### src/sv/hdbp_pkg.sv
// Shared types and constants for the hex data body parser.
`default_nettype none
package hdbp_pkg;

  // Parse phases, one-hot
  typedef enum logic [8:0] {
    PH_WAIT    = 9'b000000001,
    PH_ITEMS   = 9'b000000010,
    PH_SLASH   = 9'b000000100,
    PH_COMMENT = 9'b000001000,
    PH_STARS   = 9'b000010000,
    PH_DOLLAR  = 9'b000100000,
    PH_DIGIT1  = 9'b001000000,
    PH_DIGIT2  = 9'b010000000,
    PH_TAIL    = 9'b100000000
  } phase_t;

  localparam logic [1:0] KIND_DATA  = 2'd0;
  localparam logic [1:0] KIND_DONE  = 2'd1;
  localparam logic [1:0] KIND_ERROR = 2'd2;

  localparam logic [2:0] ERR_NO_BRACE   = 3'd0;
  localparam logic [2:0] ERR_END        = 3'd1;
  localparam logic [2:0] ERR_BAD_CHAR   = 3'd2;
  localparam logic [2:0] ERR_NO_STAR    = 3'd3;
  localparam logic [2:0] ERR_NO_QUOTE   = 3'd4;
  localparam logic [2:0] ERR_BAD_HEX    = 3'd5;
  localparam logic [2:0] ERR_BAD_TAIL   = 3'd6;

  localparam logic [7:0] CH_NUL    = 8'h00;
  localparam logic [7:0] CH_TAB    = 8'h09;
  localparam logic [7:0] CH_LF     = 8'h0A;
  localparam logic [7:0] CH_CR     = 8'h0D;
  localparam logic [7:0] CH_SPACE  = 8'h20;
  localparam logic [7:0] CH_QUOTE  = 8'h22;
  localparam logic [7:0] CH_DOLLAR = 8'h24;
  localparam logic [7:0] CH_STAR   = 8'h2A;
  localparam logic [7:0] CH_SLASH  = 8'h2F;
  localparam logic [7:0] CH_SEMI   = 8'h3B;
  localparam logic [7:0] CH_LBRACE = 8'h7B;
  localparam logic [7:0] CH_RBRACE = 8'h7D;

  // Character classes of one text byte
  typedef struct packed {
    logic       is_nul;
    logic       is_white;
    logic       is_space;
    logic       is_quote;
    logic       is_dollar;
    logic       is_star;
    logic       is_slash;
    logic       is_semi;
    logic       is_lbrace;
    logic       is_rbrace;
    logic       hex_ok;
    logic [3:0] hex_val;
  } char_class_t;

  // One result of a parse step
  typedef struct packed {
    logic       valid;
    logic [1:0] kind;
    logic [7:0] data_byte;
    logic [2:0] error_code;
  } step_result_t;

endpackage
`default_nettype wire

### src/sv/hdbp_classify.sv
// Character classifier and hex digit decoder for one text byte.
`default_nettype none
module hdbp_classify (
  input  wire logic [7:0]               ch,
  output hdbp_pkg::char_class_t         cls
);

  always_comb begin
    cls.is_nul    = (ch == hdbp_pkg::CH_NUL);
    cls.is_space  = (ch == hdbp_pkg::CH_SPACE);
    cls.is_white  = (ch == hdbp_pkg::CH_SPACE) || (ch == hdbp_pkg::CH_TAB) ||
                    (ch == hdbp_pkg::CH_LF) || (ch == hdbp_pkg::CH_CR);
    cls.is_quote  = (ch == hdbp_pkg::CH_QUOTE);
    cls.is_dollar = (ch == hdbp_pkg::CH_DOLLAR);
    cls.is_star   = (ch == hdbp_pkg::CH_STAR);
    cls.is_slash  = (ch == hdbp_pkg::CH_SLASH);
    cls.is_semi   = (ch == hdbp_pkg::CH_SEMI);
    cls.is_lbrace = (ch == hdbp_pkg::CH_LBRACE);
    cls.is_rbrace = (ch == hdbp_pkg::CH_RBRACE);
    cls.hex_ok    = 1'b0;
    cls.hex_val   = 4'd0;
    // decimal digits, then upper and lower case letters A to F
    if (ch >= 8'h30 && ch <= 8'h39) begin
      cls.hex_ok  = 1'b1;
      cls.hex_val = ch[3:0];
    end else if ((ch >= 8'h41 && ch <= 8'h46) || (ch >= 8'h61 && ch <= 8'h66)) begin
      cls.hex_ok  = 1'b1;
      cls.hex_val = ch[3:0] + 4'd9;
    end
  end

endmodule
`default_nettype wire

### src/sv/hdbp_step.sv
// Next-state and result logic of the body parser for one classified byte.
`default_nettype none
module hdbp_step (
  input  wire hdbp_pkg::phase_t        phase,
  input  wire logic [3:0]              high_nibble,
  input  wire hdbp_pkg::char_class_t   cls,
  output hdbp_pkg::phase_t             phase_next,
  output logic [3:0]                   high_nibble_next,
  output hdbp_pkg::step_result_t       res
);

  logic       fail;
  logic [2:0] fail_code;

  always_comb begin
    phase_next       = phase;
    high_nibble_next = high_nibble;
    fail             = 1'b0;
    fail_code        = hdbp_pkg::ERR_NO_BRACE;
    res              = '0;
    unique case (phase)
      hdbp_pkg::PH_ITEMS: begin
        if (cls.is_white) begin
        end else if (cls.is_slash) begin
          phase_next = hdbp_pkg::PH_SLASH;
        end else if (cls.is_dollar) begin
          phase_next = hdbp_pkg::PH_DOLLAR;
        end else if (cls.is_rbrace) begin
          phase_next = hdbp_pkg::PH_TAIL;
        end else begin
          fail      = 1'b1;
          fail_code = cls.is_nul ? hdbp_pkg::ERR_END : hdbp_pkg::ERR_BAD_CHAR;
        end
      end
      hdbp_pkg::PH_SLASH: begin
        if (cls.is_star) begin
          phase_next = hdbp_pkg::PH_COMMENT;
        end else begin
          fail      = 1'b1;
          fail_code = hdbp_pkg::ERR_NO_STAR;
        end
      end
      hdbp_pkg::PH_COMMENT: begin
        if (cls.is_nul) begin
          fail      = 1'b1;
          fail_code = hdbp_pkg::ERR_END;
        end else if (cls.is_star) begin
          phase_next = hdbp_pkg::PH_STARS;
        end
      end
      hdbp_pkg::PH_STARS: begin
        if (cls.is_nul) begin
          fail      = 1'b1;
          fail_code = hdbp_pkg::ERR_END;
        end else if (cls.is_slash) begin
          phase_next = hdbp_pkg::PH_ITEMS;
        end else if (!cls.is_star) begin
          phase_next = hdbp_pkg::PH_COMMENT;
        end
      end
      hdbp_pkg::PH_DOLLAR: begin
        if (cls.is_quote) begin
          phase_next = hdbp_pkg::PH_DIGIT1;
        end else begin
          fail      = 1'b1;
          fail_code = hdbp_pkg::ERR_NO_QUOTE;
        end
      end
      hdbp_pkg::PH_DIGIT1: begin
        if (cls.is_space) begin
        end else if (cls.is_quote) begin
          phase_next = hdbp_pkg::PH_ITEMS;
        end else if (cls.hex_ok) begin
          high_nibble_next = cls.hex_val;
          phase_next       = hdbp_pkg::PH_DIGIT2;
        end else begin
          fail      = 1'b1;
          fail_code = hdbp_pkg::ERR_BAD_HEX;
        end
      end
      hdbp_pkg::PH_DIGIT2: begin
        if (cls.hex_ok) begin
          phase_next    = hdbp_pkg::PH_DIGIT1;
          res.valid     = 1'b1;
          res.kind      = hdbp_pkg::KIND_DATA;
          res.data_byte = {high_nibble, cls.hex_val};
        end else begin
          fail      = 1'b1;
          fail_code = hdbp_pkg::ERR_BAD_HEX;
        end
      end
      hdbp_pkg::PH_TAIL: begin
        if (cls.is_white) begin
        end else if (cls.is_semi) begin
          phase_next       = hdbp_pkg::PH_WAIT;
          high_nibble_next = 4'd0;
          res.valid        = 1'b1;
          res.kind         = hdbp_pkg::KIND_DONE;
        end else begin
          fail      = 1'b1;
          fail_code = hdbp_pkg::ERR_BAD_TAIL;
        end
      end
      default: begin
        // waiting for an opening brace
        phase_next = hdbp_pkg::PH_WAIT;
        if (cls.is_white) begin
        end else if (cls.is_lbrace) begin
          phase_next = hdbp_pkg::PH_ITEMS;
        end else begin
          fail      = 1'b1;
          fail_code = hdbp_pkg::ERR_NO_BRACE;
        end
      end
    endcase
    if (fail) begin
      phase_next       = hdbp_pkg::PH_WAIT;
      high_nibble_next = 4'd0;
      res.valid        = 1'b1;
      res.kind         = hdbp_pkg::KIND_ERROR;
      res.data_byte    = 8'd0;
      res.error_code   = fail_code;
    end
  end

endmodule
`default_nettype wire

### src/sv/hex_data_body_parser.sv
// Top level of the hex data body parser: input register, parse step, result register.
`default_nettype none
// Parses the body of a resource data statement one text byte per request:
// whitespace, an opening brace, any mix of slash-star comments and
// dollar-quoted hex strings, a closing brace and a semicolon. Each pair of
// hex digits gives a data result (kind 0), the semicolon gives a completion
// result (kind 1), and any malformed input gives an error result (kind 2)
// with a code, after which the parser waits for a new opening brace. A zero
// byte where a token is expected stands for end of input. A byte is taken
// into an input register, passes one short classify-and-step stage and lands
// in the result register, so the block sustains one byte per cycle while the
// result side does not stall. The input register
// moves forward whenever the result register is empty or being drained, so a
// stall on the result side reaches the byte side in the same cycle.
module hex_data_body_parser (
  input  wire logic       clk,
  input  wire logic       rst,
  // text byte channel
  input  wire logic       byte_valid,
  output logic            byte_stall,
  input  wire logic [7:0] in_byte,
  // result channel
  output logic            result_valid,
  input  wire logic       result_stall,
  output logic [1:0]      kind,
  output logic [7:0]      data_byte,
  output logic [2:0]      error_code
);

  // input register
  logic       hold_valid;
  logic [7:0] hold_byte;

  // parser state
  hdbp_pkg::phase_t phase;
  hdbp_pkg::phase_t phase_next;
  logic [3:0]       high_nibble;
  logic [3:0]       high_nibble_next;

  hdbp_pkg::char_class_t  cls;
  hdbp_pkg::step_result_t res;

  logic out_free;
  logic advance;

  // result register is free when empty or being taken this cycle
  assign out_free   = !result_valid || !result_stall;
  assign advance    = hold_valid && out_free;
  // hold the request while the held byte cannot move on
  assign byte_stall = hold_valid && !out_free;

  hdbp_classify u_classify (
    .ch  (hold_byte),
    .cls (cls)
  );

  hdbp_step u_step (
    .phase            (phase),
    .high_nibble      (high_nibble),
    .cls              (cls),
    .phase_next       (phase_next),
    .high_nibble_next (high_nibble_next),
    .res              (res)
  );

  // input register: load on accept, drop after advance
  always_ff @(posedge clk) begin
    if (rst) begin
      hold_valid <= 1'b0;
    end else if (byte_valid && !byte_stall) begin
      hold_valid <= 1'b1;
    end else if (advance) begin
      hold_valid <= 1'b0;
    end
  end

  always_ff @(posedge clk) begin
    if (byte_valid && !byte_stall) begin
      hold_byte <= in_byte;
    end
  end

  // parser state advances with each byte that leaves the input register
  always_ff @(posedge clk) begin
    if (rst) begin
      phase       <= hdbp_pkg::PH_WAIT;
      high_nibble <= 4'd0;
    end else if (advance) begin
      phase       <= phase_next;
      high_nibble <= high_nibble_next;
    end
  end

  // result register: a byte that yields no result leaves it empty
  always_ff @(posedge clk) begin
    if (rst) begin
      result_valid <= 1'b0;
    end else if (out_free) begin
      result_valid <= advance && res.valid;
    end
  end

  always_ff @(posedge clk) begin
    if (advance && res.valid && out_free) begin
      kind       <= res.kind;
      data_byte  <= res.data_byte;
      error_code <= res.error_code;
    end
  end

`ifndef SYNTHESIS
  a_phase_onehot: assert property (@(posedge clk) disable iff (rst) $onehot(phase))
    else $error("parse phase is not one-hot");

  a_error_returns_wait: assert property (@(posedge clk) disable iff (rst)
    advance && res.valid && (res.kind == hdbp_pkg::KIND_ERROR) |=> phase == hdbp_pkg::PH_WAIT)
    else $error("error did not return parser to waiting for brace");

  a_kind_legal: assert property (@(posedge clk) disable iff (rst)
    result_valid |-> (kind == hdbp_pkg::KIND_DATA) || (kind == hdbp_pkg::KIND_DONE) ||
                     (kind == hdbp_pkg::KIND_ERROR))
    else $error("result kind out of range");

  a_code_zero_unless_error: assert property (@(posedge clk) disable iff (rst)
    result_valid && (kind != hdbp_pkg::KIND_ERROR) |-> error_code == hdbp_pkg::ERR_NO_BRACE)
    else $error("error code set on a non-error result");

  a_stall_when_blocked: assert property (@(posedge clk) disable iff (rst)
    hold_valid && result_valid && result_stall |=> hold_valid)
    else $error("held byte lost while result side stalled");
`endif

endmodule
`default_nettype wire

### config.mk
export PLATFORM = sky130hd
export DESIGN_NAME = hex_data_body_parser
export DESIGN_NICKNAME = d
export VERILOG_FILES = /design/src/sv/hdbp_pkg.sv /design/src/sv/hdbp_classify.sv /design/src/sv/hdbp_step.sv /design/src/sv/hex_data_body_parser.sv
export SDC_FILE = /design/constraint.sdc
export NUM_CORES = 1
export LEC_CHECK = 0
export BUFFER_PORTS_ARGS = -buffer_cell sky130_fd_sc_hd__buf_2
export CORE_UTILIZATION = 40
export CTS_CLUSTER_DIAMETER = 80
export DETAILED_ROUTE_END_ITERATION = 10
export GPL_TIMING_DRIVEN = 0
export PLACE_DENSITY = 0.61
export SYNTH_ARGS = -nofsm -noshare
export SYNTH_HDL_FRONTEND = slang
export SYNTH_HIERARCHICAL = 1
export SYNTH_SLANG_ARGS = --single-unit
### constraint.sdc
create_clock -name clk -period 4.5 [get_ports clk]
set_input_delay 0.225 -clock clk [delete_from_list [all_inputs] [get_ports clk]]
set_output_delay 0.225 -clock clk [all_outputs]
set_load 0.02 [all_outputs]
; Word-level counts from Yosys, hierarchy flattened
; Cells that the tools add are included.
[op_classes]
bitwise = 2
n_reduce_logical = 24
n_lt_le_gt_ge = 6
n_addsub = 1
eq_ne = 34
n_mux = 67
[op_table]
columns = op, n
row1 = 9-bit 2-to-1 mux, 19
row2 = 9-bit one-hot mux with 8 select lines, 1
row3 = 8-bit by 6-bit equality test with 1-bit output (second input constant), 6
row4 = 3-bit 2-to-1 mux, 12
row5 = 8-bit by 4-bit equality test with 1-bit output (second input constant), 3
row6 = 4-bit 2-to-1 mux, 6
row7 = 3-bit by 2-bit inequality test with 1-bit output (second input constant), 8
row8 = 3-bit one-hot mux with 7 select lines, 1
row9 = 1-bit 2-to-1 mux, 17
row10 = 8-bit by 7-bit equality test with 1-bit output (second input constant), 2
row11 = 8-bit by 7-bit greater-or-equal comparator with 1-bit output (second input constant), 2
row12 = 8-bit by 7-bit less-or-equal comparator with 1-bit output (second input constant), 2
row13 = 14-bit 2-to-1 mux, 1
row14 = 14-bit AND reduction, 1
row15 = 11-bit 2-to-1 mux, 1
row16 = 5-bit 2-to-1 mux, 2
row17 = 9-bit by 2-bit equality test with 1-bit output (second input constant), 1
row18 = 9-bit by 3-bit equality test with 1-bit output (second input constant), 1
row19 = 9-bit by 4-bit equality test with 1-bit output (second input constant), 1
row20 = 9-bit by 5-bit equality test with 1-bit output (second input constant), 1
row21 = 9-bit by 6-bit equality test with 1-bit output (second input constant), 1
row22 = 9-bit by 7-bit equality test with 1-bit output (second input constant), 1
row23 = 9-bit by 8-bit equality test with 1-bit output (second input constant), 1
row24 = 9-bit equality test (second input constant), 1
row25 = other kinds (23), 42
[word_totals]
word_cells = 142
regBits = 36
in_bits = 12

; Depth between registers and ports, before layout
[logic_depth]
ltp_word = 12
depth_mapped = 15
ltp_nobuf = 14

; By module
; The synthesis kept the hierarchy.
[by_module_without_submodules]
columns = mod, area_per_inst_um2, n_inst, seq_area_each_um2, cells_each
row1 = hex_data_body_parser, 1308.8, 1, 930.9, 89
row2 = hdbp_step, 922.1, 1, 0.0, 139
row3 = hdbp_classify, 347.8, 1, 0.0, 47

; Least setup slack after synthesis
; Ideal clock, no wire load.
[synth_path]
kind = register -> register
from = register hold_byte[0]
to = register data_byte[0] (enable)
path_buffers = 0
required_time_ns = 4.113
setup_slack_ns = 0.599
stages_incl_launch_ff = 14
t_arrival_ns = 3.514
period_less_slack_ns = 3.901
cell_sequence = edfxtp_1 -> inv_1 -> ha_1 -> inv_1 -> or3_1 -> nor3b_1 -> and3b_1 -> o2111ai_2 -> o31ai_2 -> a2111oi_4 -> mux2i_4 -> or3_1 -> nand2_1 -> a21oi_1
[synth_lines]
columns = element, line_no
row1 = "start, declared", hex_data_body_parser.sv:32  ; logic [7:0] hold_byte;
row2 = "start signal, assigned", hex_data_body_parser.sv:79  ; hold_byte <= in_byte;
row3 = "end signal, assigned", hex_data_body_parser.sv:106  ; data_byte <= res.data_byte;
row4 = "end, declared", hex_data_body_parser.sv:26  ; output logic [7:0] data_byte,

==> summary.md <==
### Flow run
• max cap viols: 0

### Drt
• count of nets left with antenna violations after detail routing: 0
• first-pass iteration count of the detailed router: 4
• final routed wirelength across all metal layers: 6050 um
• DRC errors left: 0
• drt initial violations: 194
• Wirelength per Cell: 15.8 um
• number of vias per cell after detailed routing: 5.68
• Via Count: 2,174

### Synth
• Post-synth EDFFs: 21
• sequential element share of the synthesized area: 0.361
• combined area of all synthesized cells: 0.00258 sq mm
• top cell type's share of synthesized area: 0.245
• portion of netlist area occupied by mux cells: 0.0670
• total of warnings raised by yosys: 6
• area fraction in compound gates after synthesis: 0.149
• post-synthesis cell count: 275
• area share of fa/ha/maj cells after synthesis: 0.0194
• combinational family with the most area after synthesis: simple AND/OR/NAND/NOR gates
• most common cell in the netlist: nor2_1
• library cell with the largest summed area after synthesis: edfxtp_1
• Post-Synthesis Mean Instance Area: 9.38 sq um
• top cells by instance count after synthesis: nor2_1, nand2b_1, edfxtp_1, dfxtp_1, mux2i_1
• register bit count reported by yosys: 36
• basic-gate share of the synthesized area counting and, or, nand and nor cells: 0.337
• ranking of synthesized cells by area: edfxtp_1, dfxtp_1, nand2b_1
• Synth async-reset ratio: 0
• fraction of synthesized cell area in xor and xnor cells: 0.0102
• library cells used by synthesis: 65
• most used flip-flop cell after synthesis: edfxtp_1
• post-synthesis net count: 291

### STA
• pins over their slew limit: 0
• relative slew slack: 0.471
• portion of the clock cycle consumed by the worst path in the final layout: 0.903
• post-route clock skew: 0.00392 ns
• highest clock frequency the design can meet: 0.246 GHz
• Fin Hold WS: 0.0974 ns
• Sum Neg Setup Slack: 0 ns
• Final Hold Viols: 0
• Worst-Margin Slew: 0.793 ns
• clock period minus final worst setup slack: 4.06 ns
• PnR worst setup slack: 0.436 ns
• setup repair after global routing missed its margin: false
• Setup violations, final: 0

### Worst setup path
• peak per-stage delay on the critical path: 0.59 ns
• Critical Path Fanout Max: 13
• cell-by-cell listing of the critical path: inv_1, ha_1, inv_1, or3_1, nor3b_2, and3b_1, o2111ai_2, o31ai_2, a2111oi_4, mux2i_4, or3_1, nand2_1, a21oi_2
• CP required: 4.43 ns
• element type at the critical path start: flip-flop
• Worst Setup Path Type: reg2reg
• standard cell with the maximum stage delay on the critical path: a21oi_2
• Register-to-Register Setup Slack: 0.44 ns
• crit end category: flip-flop
• critical path data arrival time: 3.99 ns

### Final layout
• fraction of final layout cells with drive strength greater than 1: 0.224
• diode count: 0
• P&R area growth vs syn: 13.1%
• count of nets after finishing: 323
• final standard cell area without fillers: 0.00292 sq mm

### Clock network
• clock input transition at the sequential cells of the worst setup and hold paths: 0.08 ns
• clock latency of the later-clocked register in the worst-skew pair: 0.30 ns
• Hold Buf Count CTS: 0
• total number of clock tree sinks: 36
• total number of H-tree levels: 2
• worst-case clock buffer depth: 2
• CTS tree: done
• number of clock buffers inserted by TritonCTS: 5
• total setup buffers inserted after CTS: 0
• root buffer cell: clkbuf_8

### Placement
• weighted congestion reported at the end of routability-driven placement: 0.942
• count of input and output buffers: 25
• DP HPWL: 4500 um
• Place WS: -0.364 ns
• Post-Place Cell Area: 0.00280 sq mm

### Die
• die extent in x: 82.3 um
• Site Rows: 28
• core footprint: 0.00606 sq mm
• die height: 82.3 um
• Die ar.: 0.00677 sq mm
• boundary pin count: 27
• initial core utilization: 0.425

### Power and ir drop
• power share of the combinational group: 0.084
• power per cell area: 246 mW/mm^2
• part of the power in the clock network: 0.409
• switching fraction of total power: 0.240
• internal power: 546 uW
• leakage component of the power: 0.00108 uW
• sw power: 172 uW
• final total power: 718 uW
• Worst IR Drop VDD: 0.134 mV
• sequential fraction of design power: 0.507

### Min path
• classification of the worst-slack hold path: in2reg

### GRT
• pin count of the biggest net entering global routing: 14
• global-route wire length before repair: 10,000 um
• overall fraction of global-route tracks in use: 0.199
• gr ovfl total: 0
• number of antenna violations at the first check in global routing: 0
• number of global-route vias before repair: 1,994

### Status
• status: complete, no violations

==> worst paths after layout <==
check / from / endpoint / cells past startpoint
max: hold_byte[0]$_DFFE_PP_ / data_byte[2]$_DFFE_PP_ / 13
min: in_byte[4] / hold_byte[4]$_DFFE_PP_ / 1
max reg2reg: hold_byte[0]$_DFFE_PP_ / data_byte[2]$_DFFE_PP_ / 13
min reg2reg: phase[6]$_SDFFE_PP0P_ / phase[6]$_SDFFE_PP0P_ / 2
==> power groups by stage <==
stage | combinational, uW | clock [uW] | sequential, uW
floorplan | 37.3 | 0 | 376
global placement | 59.5 | 0 | 372
detailed placement | 60.1 | 0 | 372
CTS | 60.7 | 301 | 364
global route | 66.2 | 307 | 366
finish | 60.2 | 293 | 364
==> logic make-up (layout without fill, tap and decap cells) <==
logic type	count (synthesis)	after routing
compound gates	47	47
fa+ha+maj	4	4
flops	36	36
simple gates	143	143
xor+xnor	3	3
buf+inv	26	59
mux	16	16
==> placed cells by master, fill, tap and decap left out, types with 5 or more instances in the layout <==
master | Yosys | layout
a21oi_1 | 9 | 8
and2_1 | 9 | 9
buf_2 | 7 | 32
clkbuf_8 | 0 | 5
dfxtp_1 | 15 | 15
edfxtp_1 | 21 | 21
inv_1 | 9 | 9
mux2i_1 | 15 | 15
nand2_1 | 13 | 13
nand2b_1 | 29 | 29
nand3_1 | 9 | 9
nor2_1 | 32 | 32
nor2b_1 | 5 | 5
nor3_1 | 9 | 9
o21ai_0 | 6 | 6
==> metal layers <==
layer | global-route usage | wire (um)
met1 | 0.270 | 2830
met2 | 0.304 | 2680
met5 | 0 | 0
met3 | 0.0440 | 442
met4 | 0.0842 | 93
==> repair_timing <==
item | in CTS | in global routing
resized for setup | 1 | 1
setup endpoints to repair | 13 | 13
endpoints found under the hold margin | 0 | 0
==> sequential cells by signal, summed over array words and instances (netlist names) <==
signal / cells
phase: 9
data_byte: 8
hold_byte: 8
high_nibble: 4
error_code: 3
kind: 2
hold_valid: 1
result_valid: 1
==> per-stage QoR <==
step / std cells / util
final: 383 / 0.481
after global routing: 383 / 0.481
after CTS: 383 / 0.481
after detailed placement: 375 / 0.462
after global placement: 375 / 0.462
after floorplan: 275 / -
==> layout make-up <==
class | instances | area, sq um
clock inverter | 3 | 42.5
clock buffer | 5 | 68.8
inverter | 9 | 33.8
sequential | 36 | 931
timing repair buffer | 25 | 125
tap | 75 | 93.8
buffer | 17 | 113
multi-input combinational | 213 | 1510
fill | 599 | 3140
==> critical path, delay by kind of cell (launching register included) <==
kind	cells	cell delay [ns]
buf+inv	2	0.22
fa+ha+maj	1	0.17
mux	1	0.28
simple gates	5	1.55
compound gates	4	0.98
flops	1	0.47
No activity file was read; power rests on OpenSTA's default activity.
